## src/design/servo_state_observer_assert.svh

```systemverilog
// Assertion macros shared by the servo state observer RTL.
// Included by bare file name; no other dependencies.
`ifndef SERVO_STATE_OBSERVER_ASSERT_SVH
`define SERVO_STATE_OBSERVER_ASSERT_SVH

// Antecedent holds -> consequent holds in the same cycle.
`define SSO_ASSERT_SAME(label, clk, rst, ante, cons) \
   label: assert property (@(posedge clk) disable iff (rst) (ante) |-> (cons)) \
      else $error("servo_state_observer: assertion failed");

// Antecedent holds -> consequent holds in the next cycle.
`define SSO_ASSERT_NEXT(label, clk, rst, ante, cons) \
   label: assert property (@(posedge clk) disable iff (rst) (ante) |=> (cons)) \
      else $error("servo_state_observer: assertion failed");

`endif

```

## src/design/sso_pkg.sv

```systemverilog
// Package for the servo state observer: widths, codes and payload types.
// No dependencies; imported by every module of the block.
`timescale 1ns / 1ps

package sso_pkg;

   localparam int DATA_WIDTH     = 32;
   localparam int COEF_WIDTH     = 32;
   localparam int COEF_FRAC_BITS = 24;

   localparam int CSR_DATA_WIDTH = 32;
   localparam int CSR_ADDR_WIDTH = 5;
   localparam int CSR_INDEX_WIDTH = 3;

   // register indexes
   localparam logic [CSR_INDEX_WIDTH-1:0] REG_GAIN_POSITION    = 3'd0;
   localparam logic [CSR_INDEX_WIDTH-1:0] REG_GAIN_VELOCITY    = 3'd1;
   localparam logic [CSR_INDEX_WIDTH-1:0] REG_GAIN_DISTURBANCE = 3'd2;
   localparam logic [CSR_INDEX_WIDTH-1:0] REG_A_POS_VEL        = 3'd3;
   localparam logic [CSR_INDEX_WIDTH-1:0] REG_A_VEL_VEL        = 3'd4;
   localparam logic [CSR_INDEX_WIDTH-1:0] REG_B_POS            = 3'd5;
   localparam logic [CSR_INDEX_WIDTH-1:0] REG_B_VEL            = 3'd6;
   localparam logic [CSR_INDEX_WIDTH-1:0] REG_APPROX_MODE      = 3'd7;

   // request kinds
   localparam logic [1:0] REQ_CORRECT = 2'd0;
   localparam logic [1:0] REQ_PREDICT = 2'd1;
   localparam logic [1:0] REQ_LOAD    = 2'd2;

   typedef struct packed {
      logic [1:0]                   req_type;
      logic signed [DATA_WIDTH-1:0] measured_position;
      logic signed [DATA_WIDTH-1:0] control_input;
      logic signed [DATA_WIDTH-1:0] init_position;
      logic signed [DATA_WIDTH-1:0] init_velocity;
      logic signed [DATA_WIDTH-1:0] init_disturbance;
   } req_payload_type;

   typedef struct packed {
      logic signed [DATA_WIDTH-1:0] position_estimate;
      logic signed [DATA_WIDTH-1:0] velocity_estimate;
      logic signed [DATA_WIDTH-1:0] disturbance_estimate;
      logic                         saturated;
   } rsp_payload_type;

   typedef struct packed {
      logic signed [DATA_WIDTH-1:0] position;
      logic signed [DATA_WIDTH-1:0] velocity;
      logic signed [DATA_WIDTH-1:0] disturbance;
   } est_type;

   typedef struct packed {
      logic signed [COEF_WIDTH-1:0] gain_position;
      logic signed [COEF_WIDTH-1:0] gain_velocity;
      logic signed [COEF_WIDTH-1:0] gain_disturbance;
      logic signed [COEF_WIDTH-1:0] a_pos_vel;
      logic signed [COEF_WIDTH-1:0] a_vel_vel;
      logic signed [COEF_WIDTH-1:0] b_pos;
      logic signed [COEF_WIDTH-1:0] b_vel;
      logic                         approx_mode;
   } cfg_type;

endpackage

```

## src/design/sso_csr.sv

```systemverilog
// Configuration register file of the servo state observer, APB-style access.
// Depends on sso_pkg for register indexes and the cfg_type bundle.
`timescale 1ns / 1ps

module sso_csr
   import sso_pkg::*;
(
   input  logic                      clock,
   input  logic                      reset,
   input  logic                      csr_psel,
   input  logic                      csr_penable,
   input  logic                      csr_pwrite,
   input  logic [CSR_ADDR_WIDTH-1:0] csr_paddr,
   input  logic [CSR_DATA_WIDTH-1:0] csr_pwdata,
   output logic [CSR_DATA_WIDTH-1:0] csr_prdata,
   output logic                      csr_pready,
   output cfg_type                   cfg
);

   cfg_type                    cfg_ff;
   cfg_type                    cfg_in;
   logic [CSR_INDEX_WIDTH-1:0] index;
   logic                       write_en;

   assign index    = csr_paddr[CSR_ADDR_WIDTH-1:2];
   assign write_en = csr_psel && csr_penable && csr_pwrite;

   always_comb begin
      cfg_in = cfg_ff;
      if (write_en) begin
         case (index)
            REG_GAIN_POSITION:    cfg_in.gain_position    = COEF_WIDTH'(csr_pwdata);
            REG_GAIN_VELOCITY:    cfg_in.gain_velocity    = COEF_WIDTH'(csr_pwdata);
            REG_GAIN_DISTURBANCE: cfg_in.gain_disturbance = COEF_WIDTH'(csr_pwdata);
            REG_A_POS_VEL:        cfg_in.a_pos_vel        = COEF_WIDTH'(csr_pwdata);
            REG_A_VEL_VEL:        cfg_in.a_vel_vel        = COEF_WIDTH'(csr_pwdata);
            REG_B_POS:            cfg_in.b_pos            = COEF_WIDTH'(csr_pwdata);
            REG_B_VEL:            cfg_in.b_vel            = COEF_WIDTH'(csr_pwdata);
            REG_APPROX_MODE:      cfg_in.approx_mode      = csr_pwdata[0];
            default:              cfg_in = cfg_ff;
         endcase
      end
   end

   always_ff @(posedge clock) begin
      if (reset) begin
         cfg_ff <= '0;
      end else begin
         cfg_ff <= cfg_in;
      end
   end

   always_comb begin
      case (index)
         REG_GAIN_POSITION:    csr_prdata = CSR_DATA_WIDTH'(cfg_ff.gain_position);
         REG_GAIN_VELOCITY:    csr_prdata = CSR_DATA_WIDTH'(cfg_ff.gain_velocity);
         REG_GAIN_DISTURBANCE: csr_prdata = CSR_DATA_WIDTH'(cfg_ff.gain_disturbance);
         REG_A_POS_VEL:        csr_prdata = CSR_DATA_WIDTH'(cfg_ff.a_pos_vel);
         REG_A_VEL_VEL:        csr_prdata = CSR_DATA_WIDTH'(cfg_ff.a_vel_vel);
         REG_B_POS:            csr_prdata = CSR_DATA_WIDTH'(cfg_ff.b_pos);
         REG_B_VEL:            csr_prdata = CSR_DATA_WIDTH'(cfg_ff.b_vel);
         REG_APPROX_MODE:      csr_prdata = CSR_DATA_WIDTH'(cfg_ff.approx_mode);
         default:              csr_prdata = '0;
      endcase
   end

   assign csr_pready = 1'b1;
   assign cfg        = cfg_ff;

endmodule

```

## config.mk

```make
export PLATFORM = sky130hd
export DESIGN_NAME = sso_csr
export DESIGN_NICKNAME = d
export VERILOG_FILES = /design/src/design/servo_state_observer_assert.svh /design/src/design/sso_pkg.sv /design/src/design/sso_csr.sv
export SDC_FILE = /design/constraint.sdc
export NUM_CORES = 1
export LEC_CHECK = 0
export BUFFER_PORTS_ARGS = -buffer_cell sky130_fd_sc_hd__buf_2
export CAP_MARGIN = 20
export CORE_MARGIN = 4
export CORE_UTILIZATION = 32
export CTS_BUF_LIST = sky130_fd_sc_hd__clkbuf_8
export DETAILED_ROUTE_END_ITERATION = 12
export PLACE_DENSITY = 0.53
export REMOVE_ABC_BUFFERS = 1
export SLEW_MARGIN = 40
export SYNTH_ARGS = -nofsm -noshare
export SYNTH_HDL_FRONTEND = slang
export SYNTH_SLANG_ARGS = --single-unit
```

## constraint.sdc

```tcl
create_clock -name clock -period 1.34 [get_ports clock]
set_input_delay 0.067 -clock clock [delete_from_list [all_inputs] [get_ports clock]]
set_output_delay 0.067 -clock clock [all_outputs]
set_load 0.05 [all_outputs]
```

==> After elaboration in Yosys (flattened, before gate mapping) <==
Cells that the tools add are included.
{ "word_totals": {"register_bits": 225, "output_inout_bits": 258, "elab_cells": 27} }
{ "classes": {"n_eq_ne": 7, "muxes": 1, "reduce_logical": 11} }
{ "ops": {"columns": ["cell", "count"], "rows": [
  ["$pmux W32 S8", 1],
  ["$reduce_and A2 Y1", 8],
  ["$eq A3 B3 Y1 const B", 4],
  ["$eq A3 B2 Y1 const B", 2],
  ["$eq A3 B1 Y1 const B", 1],
  ["$logic_not A3 Y1", 1],
  ["$logic_and A1 B1 Y1", 2]
]} }

==> Logic depth before layout (Yosys ltp) <==
Gate-level depths: netlist of the first run.
{ "logic_depth": {"ltp_word": 3, "mapped_depth": 7} }

==> Worst setup path before layout of the first run <==
OpenSTA, ideal clock, no wires.
{ "synth_path": {"path_type": "register -> output", "from": "reg cfg_ff, in the netlist cfg[111]", "to": "out csr_prdata[14]", "t_arrival_ps": 1834, "path_slack_ps": -561, "path_stages_with_launch": 4, "path_buffers": 0, "path_cell_list": "dfxtp_1 > mux2i_1 > a211o_1 > a21oi_1"} }
{ "synth_between": {"elab_chain_cells": 1} }
{ "synth_rtl": {"columns": ["item", "line", "text"], "rows": [
  ["from (decl)", "sso_csr.sv:20", "cfg_type cfg_ff;"],
  ["from (signal assigned)", "sso_csr.sv:49", "cfg_ff <= cfg_in;"],
  ["$pmux W32 S8", "sso_csr.sv:54", "case (index)"],
  ["to (decl)", "sso_csr.sv:15", "output logic [CSR_DATA_WIDTH-1:0] csr_prdata,"]
]} }
Every way passes these cells.

==> Final worst setup path of the first run <==
{ "layout_path": {"from": "reg cfg_ff, in the netlist cfg[0]", "to": "out csr_prdata[0]"} }
Same word-level chain as after synthesis.

==> results.sh, run 1 <==
export IMPL_cp_max_fo=2
export IMPL_synth_cell_types=38
export IMPL_largest_reg_flops=225
export IMPL_fin_crit_ps=1640
export IMPL_utilization_pct=48.4
export IMPL_die_h_um=182
export IMPL_fill_cells=2957
export IMPL_ios=300
export IMPL_initial_core_util_pct=32.7
export IMPL_crit_type="register to output pin"
export IMPL_syn_to_final_growth_pct=48.1
export IMPL_final_cell_mix="nand2_1 (476), a21oi_1 (244), buf_2 (234)"
export IMPL_slowest_stage="o32a_1"
export IMPL_drive_gt1_share_pct=38.4
export IMPL_numCtsBuffers=42
export IMPL_synth_area_mm2=0.00973
export IMPL_ir_worst_vdd_uv=597
export IMPL_final_common_cell="nand2_1"
export IMPL_setup_slack_ps=-303
export IMPL_vias_per_cell=5.02
export IMPL_cp_top_family="compound AO/OA/AOI/OAI gates"
export IMPL_p_leak_uw=0.00619
export IMPL_fin_area_mm2=0.0144
export IMPL_hold_depth=6
export IMPL_post_place_ws_ps=-200
export IMPL_port_buffers=296
export IMPL_cp_arrival_ps=1580
export IMPL_placed_cell_area_mm2=0.0124
export IMPL_startpoint_type="register"
export IMPL_vias=10500
export IMPL_worstRegToRegCells=4
export IMPL_gp_congestion=0.801
export IMPL_grt_max_degree=66
export IMPL_p_total_uw=15200
export IMPL_fin_crit_sh_pct=123
export IMPL_fin_nets=1725
export IMPL_path_clk_slew_ps=60
export IMPL_cts_buffer_depth=3
export IMPL_fmax_ghz=0.609
export IMPL_min_from="csr_penable"
export IMPL_routed_wl_mm=40.8
export IMPL_firstDrtPassIters=6
export IMPL_first_global_vias=10600
export IMPL_core_mm2=0.0298
export IMPL_drtIter0Drc=611
export IMPL_netlist_instances=1267
export IMPL_htree_levels=2
export IMPL_path_depth=4
export IMPL_endpoint_kind="output pin"
export IMPL_finalMaxSlewViolations=0
export IMPL_startpoint="cfg[0]"
export IMPL_finalHoldViolCount=0
export IMPL_avgSynthCellArea_um2=7.68
export IMPL_cts_tree="built"
export IMPL_finClkSkew_ps=0
export IMPL_track_usage_pct=23.4
export IMPL_grt_overflow=0
export IMPL_ant_nets=0
export IMPL_hpwl_mm=26.8
export IMPL_cp_slowest_stage_delay_ps=330
export IMPL_wl_per_cell_um=19.4
export IMPL_crit_reg2reg_launch="cfg[117]"
export IMPL_rows=63
export IMPL_synth_seq_cells=225
export IMPL_antenna_found_initial=0
export IMPL_min_to="cfg[0]"
export IMPL_reg2reg_setup_slack_ps=540
export IMPL_grt_pass1_wl_mm=61.7
export IMPL_crit_chain="mux2i_1 -> o21ai_1 -> o32a_1 -> buf_6"
export IMPL_antenna_cells=0
export IMPL_setup_violations=32
export IMPL_hold_path_class="input port to register"
export IMPL_dieArea_mm2=0.0333
export IMPL_crit_buf_inv=1
export IMPL_numClockSinks=225
export IMPL_yosysWarnings=0
export IMPL_root_buffer="clkbuf_8"
export IMPL_cap_viol_max_count=0
export IMPL_ys_seq_area_share_pct=46.3
export IMPL_drc_errors=0
export IMPL_p_per_area_mw_per_mm2=1050
export IMPL_cp_required_ps=1270
export IMPL_violations="negative setup slack"
export IMPL_rsz0062_at_grt="true"
export IMPL_worst_skew_pair_late_latency_ps=520
export IMPL_r2r_end="cfg[117]"
export IMPL_die_w_um=182
export IMPL_outcome="complete, but fails checks"
==> worst max-delay path by stage <==
stage                     endpoint  slack (ps)
finish               csr_prdata[0]        -300
global route         csr_prdata[0]        -420
CTS                 csr_prdata[14]        -350
detailed placement        cfg[181]        -200
global placement    csr_prdata[11]        -180
floorplan            csr_prdata[5]        -570
==> power by group <==
group	total [uW]	leakage (uW)	internal, uW	switching (uW)
clock network	6570	0.000485	3730	2840
registers	6780	0.00187	6740	36.4
logic	1810	0.00384	639	1170
==> repair_timing <==
action,CTS,global route
hold buffers,33,0
hold endpoints to repair,225,0
setup endpoints to repair,39,46
cloned,0,0
pin swaps,45,37
resized for setup,182,51
setup buffers,43,9
==> metal layers <==
metal / share of wire (%) / GRT usage [%]
met1: 43 / 30.8
met2: 47 / 39.1
met3: 7.1 / 4.68
met4: 2.3 / 6.48
met5: 0 / 0
==> cell usage after synthesis (all sizes together) <==
master	count	area, um^2
o211ai	19	143
a211oi	4	30.0
nor2b	5	31.3
nand4b	3	41.3
a22o	7	61.3
buf	66	429
o21bai	1	7.51
inv	1	3.75
nor2	45	171
nand2b	4	27.5
conb	1	3.75
a41oi	1	8.76
nand3	1	5.00
o22a	4	35.0
o21ai	3	15.0
o221a	19	214
o32ai	1	8.76
nand4	1	12.5
a22oi	7	52.6
a21oi	252	1260
nor3	2	20.0
or3	3	18.8
mux2i	54	541
clkbuf	44	165
a211o	7	61.3
o32a	1	10.0
o22ai	4	25.0
nand2	476	1790
a32oi	1	8.76
or2	5	31.3
dfxtp	225	4500
==> logic make-up after synthesis <==
kind of cell    after synthesis  synth area share [%]
simple gates                545                  22.0
compound gates              331                  19.9
flops                       225                  46.3
buf+inv                     111                  6.14
mux                          54                  5.55
other cells                   1                0.0385
==> through the flow <==
stage                     hold WS [ps]  setup TNS [ps]  instances
final                              141           -7130       2100
after global placement             376          -21780       1947
after global routing               168          -10210       2100
after detailed placement           379          -24610       1947
after floorplan                    136          -78970       1157
after CTS                          121           -8710       2093
==> worst reg2reg max path, cell delays in order (launching register included) <==
cell     delay [ps]
dfxtp_2         320
buf_4           120
buf_4           130
nand2_1          50
a21oi_1          60
==> layout make-up <==
type	instances	area (um^2)	area share, %
multi-input cells	931	4770	33.1
flip-flops and latches	225	4630	32.1
repair buffers	482	3700	25.7
clock buffers	50	688	4.77
well taps	390	488	3.38
clock inverters	21	135	0.937
inverters	1	3.75	0.0260
Power figures use the tool's default switching activity.
==> inputs of run 2 (changes only) <==
--- a/config.mk
+++ b/config.mk
@@ -11,7 +11,7 @@
 export CORE_UTILIZATION = 32
 export CTS_BUF_LIST = sky130_fd_sc_hd__clkbuf_8
 export DETAILED_ROUTE_END_ITERATION = 12
-export PLACE_DENSITY = 0.53
+export PLACE_DENSITY_LB_ADDON = 0.12
 export REMOVE_ABC_BUFFERS = 1
 export SLEW_MARGIN = 40
 export SYNTH_ARGS = -nofsm -noshare
==> results.sh, run 2 (synthesis results as in run 1) <==
export IMPL_outcome="complete, but fails checks"
export IMPL_violations="negative setup slack"
export IMPL_final_common_cell="nand2_1"
export IMPL_antenna_found_initial=1
export IMPL_p_per_area_mw_per_mm2=1070
export IMPL_vias_per_cell=5.00
export IMPL_numClockSinks=225
export IMPL_finalHoldViolCount=0
export IMPL_crit_buf_inv=1
export IMPL_crit_chain="mux2i_1 -> a211o_1 -> a21oi_2 -> buf_6"
export IMPL_grt_overflow=0
export IMPL_vias=10500
export IMPL_cts_buffer_depth=3
export IMPL_fin_area_mm2=0.0146
export IMPL_port_buffers=296
export IMPL_fin_crit_ps=1660
export IMPL_cp_required_ps=1270
export IMPL_path_clk_slew_ps=60
export IMPL_grt_max_degree=41
export IMPL_r2r_end="cfg[134]"
export IMPL_startpoint="cfg[190]"
export IMPL_die_w_um=182
export IMPL_core_mm2=0.0298
export IMPL_ant_nets=0
export IMPL_grt_pass1_wl_mm=63.4
export IMPL_numCtsBuffers=41
export IMPL_setup_slack_ps=-324
export IMPL_dieArea_mm2=0.0333
export IMPL_cap_viol_max_count=0
export IMPL_first_global_vias=10300
export IMPL_hold_depth=6
export IMPL_setup_violations=32
export IMPL_wl_per_cell_um=19.9
export IMPL_gp_congestion=0.799
export IMPL_routed_wl_mm=42.0
export IMPL_rows=63
export IMPL_cp_slowest_stage_delay_ps=340
export IMPL_worst_skew_pair_late_latency_ps=530
export IMPL_final_cell_mix="nand2_1 (476), a21oi_1 (243), buf_2 (221)"
export IMPL_worstRegToRegCells=4
export IMPL_min_to="cfg[0]"
export IMPL_endpoint_kind="output pin"
export IMPL_placed_cell_area_mm2=0.0124
export IMPL_fmax_ghz=0.601
export IMPL_post_place_ws_ps=-261
export IMPL_hold_path_class="input port to register"
export IMPL_finalMaxSlewViolations=0
export IMPL_die_h_um=182
export IMPL_tns_ps=-7400
export IMPL_startpoint_type="register"
export IMPL_fin_nets=1725
export IMPL_hpwl_mm=27.6
export IMPL_drive_gt1_share_pct=39.5
export IMPL_ios=300
export IMPL_utilization_pct=49.0
export IMPL_crit_reg2reg_launch="cfg[134]"
export IMPL_finClkSkew_ps=0
export IMPL_ir_worst_vdd_uv=578
export IMPL_min_from="csr_penable"
export IMPL_firstDrtPassIters=5
export IMPL_track_usage_pct=24.3
export IMPL_root_buffer="clkbuf_8"
export IMPL_cp_top_family="compound AO/OA/AOI/OAI gates"
export IMPL_htree_levels=2
export IMPL_drc_errors=0
export IMPL_cp_max_fo=3
export IMPL_largest_reg_flops=225
export IMPL_cp_arrival_ps=1600
export IMPL_crit_type="register to output pin"
export IMPL_slowest_stage="dfxtp_2"
export IMPL_reg2reg_setup_slack_ps=560
export IMPL_fin_crit_sh_pct=124
export IMPL_cts_tree="built"
export IMPL_syn_to_final_growth_pct=49.9
export IMPL_initial_core_util_pct=32.7
export IMPL_rsz0062_at_grt="true"
export IMPL_drtIter0Drc=741
export IMPL_p_leak_uw=0.00622
[run 2: cell type report]
class                           instances  area [um^2]
Fill cell                            2998        15200
Timing Repair Buffer                  483         3810
Sequential cell                       225         4650
Antenna cell                            1         2.50
Multi-Input combinational cell        931         4750
Tap cell                              390          488
Clock inverter                         23          159
Inverter                                1         3.75
Clock buffer                           53          729
[run 2: power by group]
part | switching [uW] | internal [uW] | total [uW]
Combinational | 1180 | 669 | 1850
Clock | 3030 | 3960 | 6990
Sequential | 38.3 | 6740 | 6780
[run 2: tightest hold or removal path, delay by kind of cell]
kind	cells	cell delay, ps
buffers and inverters	2	280
and+or+nand+nor	3	210
AOI/OAI and AO/OA	1	50
[run 2: per-layer routing]
layer,track usage (%),vias to the layer above,share of wire [%]
met1,33.1,4980,45
met3,5.42,62,7.7
li1,-,5101,-
met2,39.6,399,46
met5,0,-,0
met4,5.40,0,1.6
[run 2: how the worst max path moves through the flow]
stage	slack, ps	depth (start not counted)	to
6_report	-320	4	csr_prdata[29]
5_1_grt	-410	4	csr_prdata[29]
4_1_cts	-380	4	csr_prdata[29]
3_5_place_dp	-260	8	csr_prdata[19]
3_3_place_gp	-260	8	csr_prdata[31]
2_1_floorplan	-570	3	csr_prdata[5]
[run 2: what timing repair did]
| action | in CTS | in global routing |
|---|---|---|
| setup endpoints to repair | 34 | 66 |
| setup buffers | 50 | 11 |
| pin swaps | 48 | 31 |
| endpoints found under the hold margin | 225 | 0 |
| hold buffers | 33 | 0 |
| gates resized for setup | 176 | 86 |
[run 2: through the flow]
step / total power [uW] / instances / hold WS [ps]
finish: 15600 / 2107 / 121
global route: 16200 / 2107 / 158
CTS: 15700 / 2101 / 101
detailed placement: 8540 / 1942 / 380
global placement: 8540 / 1942 / 376
floorplan: 7650 / 1157 / 136
==> inputs of run 3 (changes only) <==
--- a/config.mk
+++ b/config.mk
@@ -7,13 +7,16 @@
 export LEC_CHECK = 0
 export BUFFER_PORTS_ARGS = -buffer_cell sky130_fd_sc_hd__buf_2
 export CAP_MARGIN = 20
+export CELL_PAD_IN_SITES_DETAIL_PLACEMENT = 1
+export CELL_PAD_IN_SITES_GLOBAL_PLACEMENT = 1
 export CORE_MARGIN = 4
 export CORE_UTILIZATION = 32
 export CTS_BUF_LIST = sky130_fd_sc_hd__clkbuf_8
+export CTS_CLUSTER_DIAMETER = 60
 export DETAILED_ROUTE_END_ITERATION = 12
 export PLACE_DENSITY_LB_ADDON = 0.12
 export REMOVE_ABC_BUFFERS = 1
-export SLEW_MARGIN = 40
+export SLEW_MARGIN = 10
 export SYNTH_ARGS = -nofsm -noshare
 export SYNTH_HDL_FRONTEND = slang
 export SYNTH_SLANG_ARGS = --single-unit
==> results.sh, run 3 (synthesis results as in run 1) <==
export IMPL_fin_area_mm2=0.0150
export IMPL_ant_nets=0
export IMPL_cts_tree="built"
export IMPL_wl_per_cell_um=21.7
export IMPL_worst_skew_pair_late_latency_ps=540
export IMPL_initial_core_util_pct=32.7
export IMPL_setup_slack_ps=-403
export IMPL_cp_required_ps=1270
export IMPL_path_clk_slew_ps=60
export IMPL_hold_path_class="input port to register"
export IMPL_fin_crit_ps=1740
export IMPL_htree_levels=2
export IMPL_placed_cell_area_mm2=0.0128
export IMPL_largest_reg_flops=225
export IMPL_track_usage_pct=26.9
export IMPL_drtIter0Drc=615
export IMPL_numClockSinks=225
export IMPL_drive_gt1_share_pct=40.6
export IMPL_fill_cells=3672
export IMPL_finClkSkew_ps=0
export IMPL_seq_area_mm2=0.00464
export IMPL_finalHoldViolCount=0
export IMPL_violations="negative setup slack"
export IMPL_firstDrtPassIters=5
export IMPL_ir_worst_vdd_uv=514
export IMPL_numCtsBuffers=43
export IMPL_port_buffers=296
export IMPL_rows=63
export IMPL_vias=11100
export IMPL_post_place_ws_ps=-389
export IMPL_grt_overflow=0
export IMPL_routed_wl_mm=46.6
export IMPL_setup_violations=33
export IMPL_core_mm2=0.0298
export IMPL_p_per_area_mw_per_mm2=1010
export IMPL_antenna_found_initial=3
export IMPL_multi_input_area_mm2=0.00480
export IMPL_final_cell_mix="nand2_1 (476), a21oi_1 (242), buf_4 (202)"
export IMPL_outcome="complete, but fails checks"
export IMPL_hpwl_mm=31.8
export IMPL_die_w_um=182
export IMPL_dieArea_mm2=0.0333
export IMPL_grt_max_degree=38
export IMPL_startpoint_type="register"
export IMPL_ios=300
export IMPL_syn_to_final_growth_pct=54.3
export IMPL_antenna_cells=0
export IMPL_cp_max_fo=2
export IMPL_fin_nets=1771
export IMPL_finalMaxSlewViolations=0
export IMPL_reg2reg_setup_slack_ps=530
export IMPL_rsz0062_at_grt="true"
export IMPL_fin_crit_sh_pct=130
export IMPL_gp_congestion=0.821
export IMPL_cp_arrival_ps=1680
export IMPL_root_buffer="clkbuf_8"
export IMPL_grt_pass1_wl_mm=69.8
export IMPL_hold_ws_ps=112
export IMPL_utilization_pct=50.4
export IMPL_cts_buffer_depth=3
export IMPL_fmax_ghz=0.574
export IMPL_p_total_uw=15200
export IMPL_final_common_cell="nand2_1"
export IMPL_die_h_um=182
export IMPL_drc_errors=0
export IMPL_crit_type="register to output pin"
export IMPL_endpoint_kind="output pin"
export IMPL_p_leak_uw=0.00641
export IMPL_vias_per_cell=5.15
export IMPL_first_global_vias=11500
export IMPL_cap_viol_max_count=0
-- run 3: timing repair --
item / in CTS / in global routing
hold buffers: 33 / 0
pin swaps: 53 / 35
buffers inserted: 39 / 9
hold endpoints to repair: 225 / 0
setup endpoints to repair: 66 / 93
gates resized for setup: 213 / 115
-- run 3: power by group --
part           internal (uW)  switching, uW  total, uW
sequential              6740           37.1       6780
clock                   3440           3040       6470
combinational            692           1230       1920
total                  10900           4300      15200
-- run 3: area by class of cell --
cell class                      count  share of cell area [%]
Clock buffer                       51                    4.67
Clock inverter                     24                   0.666
Inverter                            1                  0.0250
Multi-Input combinational cell    931                    31.9
Sequential cell                   225                    30.9
Tap cell                          390                    3.25
Timing Repair Buffer              527                    28.6
-- run 3: worst max-delay path: stages, from the launching register on --
cell,delay (ps)
dfxtp_2,320
mux2i_1,70
a211oi_2,260
buf_4,160
o22a_1,150
buf_6,170
-- run 3: path summary, 6_finish.rpt --
kind / startpoint / end / cells after the start
worst min register to register: cfg[143] / cfg[143] / 2
worst max register to register: cfg[108] / cfg[108] / 4
worst max-delay path: cfg[176] / csr_prdata[15] / 5
worst min-delay path: csr_penable / cfg[0] / 6
-- run 3: metal layers --
layer | routed length, um | GRT usage (%) | up-vias
met4 | 971 | 6.87 | 6
met5 | 39 | 0 | -
met1 | 20400 | 35.0 | 5475
met2 | 22600 | 46.0 | 331
li1 | - | - | 5180
met3 | 2600 | 4.96 | 72
-- run 3: stage by stage --
stage               TNS (ps)  std cells
finish                 -8510       2149
global route          -11260       2149
CTS                    -9440       2144
detailed placement    -27960       1999
global placement      -24600       1999
floorplan             -78970       1157
